$ cat config.mk
export PLATFORM = sky130hd
export DESIGN_NAME = utf8_to_utf16_decoder
export DESIGN_NICKNAME = d
export VERILOG_FILES = /design/src/rtl/u8u16_pkg.sv /design/src/rtl/u8u16_dec.sv /design/src/rtl/utf8_to_utf16_decoder.sv
export SDC_FILE = /design/constraint.sdc
export NUM_CORES = 1
export LEC_CHECK = 0
export ABC_AREA = 0
export BUFFER_PORTS_ARGS = -buffer_cell sky130_fd_sc_hd__buf_2
export CAP_MARGIN = 30
export CORE_UTILIZATION = 43
export DETAILED_ROUTE_END_ITERATION = 12
export GPL_TIMING_DRIVEN = 0
export SLEW_MARGIN = 5
export SYNTH_ARGS = -nofsm -noshare
export SYNTH_HDL_FRONTEND = slang
export SYNTH_HIERARCHICAL = 1
export SYNTH_SLANG_ARGS = --single-unit
$ cat constraint.sdc
create_clock -name clk -period 3.8 [get_ports clk]
set_input_delay 0.38 -clock clk [delete_from_list [all_inputs] [get_ports clk]]
set_output_delay 0.38 -clock clk [all_outputs]
set_load 0.005 [all_outputs]
$ cat src/rtl/u8u16_pkg.sv
package u8u16_pkg;

  localparam int unsigned ACC_W   = 26;
  localparam int unsigned PEND_W  = 3;
  localparam int unsigned UNIT_W  = 16;
  localparam int unsigned BYTE_W  = 8;

  localparam logic [BYTE_W-1:0] ASCII_MAX  = 8'h7F;
  localparam logic [BYTE_W-1:0] LEAD2_MIN  = 8'hC0;
  localparam logic [BYTE_W-1:0] LEAD2_MAX  = 8'hDF;
  localparam logic [BYTE_W-1:0] LEAD3_MIN  = 8'hE0;
  localparam logic [BYTE_W-1:0] LEAD3_MAX  = 8'hEF;
  localparam logic [BYTE_W-1:0] LEAD4_MIN  = 8'hF0;
  localparam logic [BYTE_W-1:0] LEAD4_MAX  = 8'hF7;
  localparam logic [BYTE_W-1:0] LEAD5_MIN  = 8'hF8;
  localparam logic [BYTE_W-1:0] LEAD5_MAX  = 8'hFB;

  localparam logic [1:0]  CONT_TAG     = 2'b10;
  localparam logic [5:0]  HI_SURR_TAG  = 6'b110110;
  localparam logic [5:0]  LO_SURR_TAG  = 6'b110111;
  localparam logic [20:0] SUPP_BASE    = 21'h10000;
  localparam logic [4:0]  PLANE_MAX    = 5'h10;

  typedef struct packed {
    logic [BYTE_W-1:0] byte_in;
    logic              end_of_string;
  } in_item_t;

  typedef struct packed {
    logic [UNIT_W-1:0] code_unit;
    logic              last_unit;
  } out_item_t;

  typedef struct packed {
    logic [ACC_W-1:0]  acc;
    logic [PEND_W-1:0] pend;
  } dec_state_t;

  typedef struct packed {
    dec_state_t  state;
    logic [1:0]  count;
    out_item_t   unit0;
    out_item_t   unit1;
  } dec_res_t;

endpackage

$ cat src/rtl/u8u16_dec.sv
module u8u16_dec (
  input  u8u16_pkg::in_item_t   item,
  input  u8u16_pkg::dec_state_t state,
  output u8u16_pkg::dec_res_t   res
);
  import u8u16_pkg::*;

  logic [BYTE_W-1:0] b;
  logic [ACC_W-1:0]  acc_shift;
  logic [PEND_W-1:0] pend_dec;
  logic [20:0]       supp;

  assign b         = item.byte_in;
  assign acc_shift = {state.acc[ACC_W-7:0], b[5:0]};
  assign pend_dec  = state.pend - PEND_W'(1);
  assign supp      = acc_shift[20:0] - SUPP_BASE;

  always_comb begin
    res.state = state;
    res.count = 2'd0;
    res.unit0 = '0;
    res.unit1 = '0;
    if (state.pend == '0) begin
      case (b) inside
        [8'h00:ASCII_MAX]: begin
          res.unit0 = '{code_unit: {8'h00, b}, last_unit: 1'b1};
          res.count = 2'd1;
        end
        [LEAD2_MIN:LEAD2_MAX]: begin
          res.state.acc  = ACC_W'(b[4:0]);
          res.state.pend = PEND_W'(1);
        end
        [LEAD3_MIN:LEAD3_MAX]: begin
          res.state.acc  = ACC_W'(b[3:0]);
          res.state.pend = PEND_W'(2);
        end
        [LEAD4_MIN:LEAD4_MAX]: begin
          res.state.acc  = ACC_W'(b[2:0]);
          res.state.pend = PEND_W'(3);
        end
        [LEAD5_MIN:LEAD5_MAX]: begin
          res.state.acc  = ACC_W'(b[1:0]);
          res.state.pend = PEND_W'(4);
        end
        default: begin
          res.state = state;
        end
      endcase
    end else if (b[7:6] == CONT_TAG) begin
      res.state.acc  = acc_shift;
      res.state.pend = pend_dec;
      if (pend_dec == '0) begin
        res.state.acc = '0;
        if (acc_shift[ACC_W-1:16] == '0) begin
          res.unit0 = '{code_unit: acc_shift[15:0], last_unit: 1'b1};
          res.count = 2'd1;
        end else if (acc_shift[ACC_W-1:21] == '0 && acc_shift[20:16] <= PLANE_MAX) begin
          res.unit0 = '{code_unit: {HI_SURR_TAG, supp[19:10]}, last_unit: 1'b0};
          res.unit1 = '{code_unit: {LO_SURR_TAG, supp[9:0]}, last_unit: 1'b1};
          res.count = 2'd2;
        end
      end
    end else begin
      // bad continuation aborts the open sequence
      res.state = '0;
    end
    if (item.end_of_string) begin
      res.state = '0;
    end
  end

endmodule

$ cat src/rtl/utf8_to_utf16_decoder.sv
// channel | ports                          | moves
// input   | in_valid, in_stall, in_data    | one utf-8 byte and end flag per transfer
// output  | out_valid, out_stall, out_data | one utf-16 unit per transfer
// one byte is taken per cycle while in_stall is low; a result passes the input stage register, then the output queue
// a surrogate pair is sent as two units, buffered in a two-slot output queue
// input stalls only when the output queue cannot take the units of the held byte
// rst_n is synchronous and clears the decode state, input stage and queue
module utf8_to_utf16_decoder (
  input  logic                  clk,
  input  logic                  rst_n,
  input  logic                  in_valid,
  output logic                  in_stall,
  input  u8u16_pkg::in_item_t   in_data,
  output logic                  out_valid,
  input  logic                  out_stall,
  output u8u16_pkg::out_item_t  out_data
);
  import u8u16_pkg::*;

  logic       in_vld_r;
  in_item_t   in_item_r;
  dec_state_t state_r;
  dec_res_t   res;
  out_item_t  q0_r, q0_nxt;
  out_item_t  q1_r, q1_nxt;
  logic [1:0] cnt_r, cnt_nxt;
  logic [1:0] cnt_left;
  logic       pop;
  logic       adv;

  u8u16_dec u_dec (
    .item  (in_item_r),
    .state (state_r),
    .res   (res)
  );

  assign pop      = (cnt_r != 2'd0) && !out_stall;
  assign cnt_left = cnt_r - {1'b0, pop};
  assign adv      = in_vld_r && ({1'b0, cnt_left} + {1'b0, res.count} <= 3'd2);
  assign in_stall = in_vld_r && !adv;

  always_comb begin
    out_item_t head;
    head    = pop ? q1_r : q0_r;
    q0_nxt  = (cnt_left == 2'd0) ? res.unit0 : head;
    q1_nxt  = (cnt_left == 2'd0) ? res.unit1 :
              (cnt_left == 2'd1) ? res.unit0 : q1_r;
    cnt_nxt = adv ? (cnt_left + res.count) : cnt_left;
  end

  always_ff @(posedge clk) begin
    if (!rst_n) begin
      in_vld_r <= 1'b0;
      state_r  <= '0;
      cnt_r    <= 2'd0;
    end else begin
      if (in_valid && !in_stall) begin
        in_vld_r <= 1'b1;
      end else if (adv) begin
        in_vld_r <= 1'b0;
      end
      if (adv) begin
        state_r <= res.state;
      end
      cnt_r <= cnt_nxt;
    end
  end

  always_ff @(posedge clk) begin
    if (in_valid && !in_stall) begin
      in_item_r <= in_data;
    end
    q0_r <= q0_nxt;
    q1_r <= q1_nxt;
  end

  assign out_valid = (cnt_r != 2'd0);
  assign out_data  = q0_r;

endmodule

==> metrics.md <==
| Metric | Value |
|---|---|
| Max Cap Viol | 0 |
| GR Util All Layers | 0.1776 |
| CP top delay family | adder cells |
| Cells after synthesis | between 300 and 400 |
| Crit share post-route | 0.9274 |
| Die Y | 98.66 µm |
| Largest net degree at the start of global routing | 18 |
| RSZ-0062 raised after global routing | false |
| Clk slew on worst S/H paths | around 0.07 ns |
| Post-synthesis net count | about 390 |
| Slew Limit Headroom | 0.4561 |
| Post-Syn Area | roughly 4000 µm² |
| Slew @ Worst Pin | about 0.8 ns |
| CTS Root Cell | clkbuf_8 |
| Yosys synthesis warning count | 6 |
| Detail Route Antenna Nets | 0 |
| Min-delay src | in_data[6] |
| Num CTS Buffers | 9 |
| Hold_ws | 0.2088 ns |
| Worst-case clock skew | around 0.006 ns |
| Initial antenna violation count | 0 |
| Chip width | 98.66 µm |
| Max incr delay on CP | 0.43 ns |
| Core ar. | 8891 µm² |
| Arr. time, crit path | 3.14 ns |
| Crit path max fanout | 7 |
| FP Rows | 34 |
| CTS Sinks | 69 |
| Share of layout cells above drive strength 1 | 0.2867 |
| Crit Reg-Reg Endpoint | in_item_r[5] |
| Crit Path Category | flop to output port |
| R2R Path Start | state_r[0] |
| Final setup fails | 0 |
| GR Overflow Total | 0 |
| Final slew viol count | 0 |
| Vias | 2735 |
| Fmax | between 200 and 300 MHz |
| Fin crit period | approximately 3.5 ns |
| P&R area growth vs syn | 14.05% |
| VDD IR max | slightly below 300 µV |
| # H-tree levels | 3 |
| Crit path max-delay cell type | fa_1 |
| Synthesized area per cell | between 10 and 15 µm² |
| Worst Path Required | ~3.4 ns |
| Hold Vio Cnt, Final | 0 |
| CTS tree | built |
| DRT Pass-1 Iters | 4 |
| Die area | 9734 µm² |
| Hold depth | 1 |
| Post-route setup TNS | 0 ns |
| Worst reg2reg path depth | 11 |
| Worst Path Buf+Inv | 3 |
| Status | finished, final reports clean |
| Drt via density | 5.229 |
| HP Class | input pin to flop |
| Worst setup EP type | output port |
| Gp weighted congestion | between 0.8 and 0.9 |
| Post-Route WL | 8040 µm |
| Leakage | between 1.5 and 2 nW |
| R2r setup slk | ~0.4 ns |
| Clk_lat worst skew | around 0.34 ns |
| Worst setup SP type | flop |
| CTS Hold Buffers Added | 0 |
| Clock buffer depth | 2 |
| Leading cell type in the layout, fill and taps excluded | nand2_1 |
| Number of inserted diodes | 0 |
| First-iteration detailed-routing DRC count | 121 |
| WL per Instance | roughly 15 µm |
| Worst path most repeated cell | ha_1 |
| DRC Markers | 0 |
| Final Net Count | about 430 |
| Vias in the first global route | ~2600 |
| Final HPWL DP | just under 6000 µm |
| Most frequent cells in the layout | nand2_1, edfxtp_1, buf_2 |
| I/O pin total | 32 |
| PD cells | ~730 nW/µm² |
| DP Worst Slack | about 0.0064 ns |
| Fillers | a little under 800 |
| Count of input and output buffers | 30 |
| Worst Setup Slack, final | around 0.28 ns |
| Worst-path cell chain | inv_1 > ha_1 > nor4b_2 > a31oi_4 > o32ai_4 > buf_4 > ha_1 > fa_1 > a21oi_1 > nor2b_1 > buf_2 |
| WHS Endpoint | in_item_r[6] |
| First-pass GRT wire length | roughly 13000 µm |
| Effective utilization at floorplan | 0.4519 |
repair_timing:
action                     CTS  global route
pin swaps                    0             2
buffers inserted             0             2
setup endpoints to repair    9            11
resized for setup            1             2
power by group:
part | leakage (nW) | internal [mW] | switching [mW]
clock | 0.119 | 0.433 | 0.277
sequential | 0.664 | 1.14 | 0.0606
combinational | 1.13 | 0.700 | 0.755
total | 1.91 | 2.27 | 1.09
registers in the layout, summed over array words and instances, names as in the netlist:
| register | flops |
|---|---|
| state_r | 23 |
| out_data | 17 |
| q1_r | 17 |
| in_item_r | 9 |
| cnt_r | 2 |
| in_vld_r | 1 |
metal layers:
metal / track usage / up-vias / share of wire
li1: - / 1398 / -
met1: 0.2331 / 1263 / 0.49
met2: 0.2979 / 68 / 0.47
met3: 0.03617 / 6 / 0.034
met4: 0.05052 / 0 / 0.0072
met5: 0 / - / 0
worst max path at each step:
stage | from | to | cells past startpoint
2_1_floorplan | state_r[0] | in_item_r[0] | 11
3_3_place_gp | state_r[0] | in_item_r[3] | 11
3_5_place_dp | state_r[0] | in_item_r[3] | 11
4_1_cts | state_r[0] | in_stall | 11
5_1_grt | state_r[0] | in_stall | 11
6_report | state_r[0] | in_stall | 11
per-stage QoR:
step	power [mW]	cells	utilization	instance area, µm²
after CTS	3.405	521	0.5125	4557
after global placement	2.644	505	0.4840	4303
after floorplan	2.354	367	-	4018
final	3.363	523	0.5153	4582
after global routing	3.546	523	0.5153	4582
after detailed placement	2.682	506	0.4856	4318
area by class of cell:
class	instances	area, µm²	area share
plain buffers	36	212.7	0.04642
inverters	13	48.80	0.01065
flip-flops and latches	69	1813	0.3957
clock buffers	9	123.9	0.02703
clock inverters	6	112.6	0.02458
repair buffers	33	176.4	0.03850
multi-input cells	249	1959	0.4276
well taps	108	135.1	0.02949
Power figures use the tool's default switching activity.
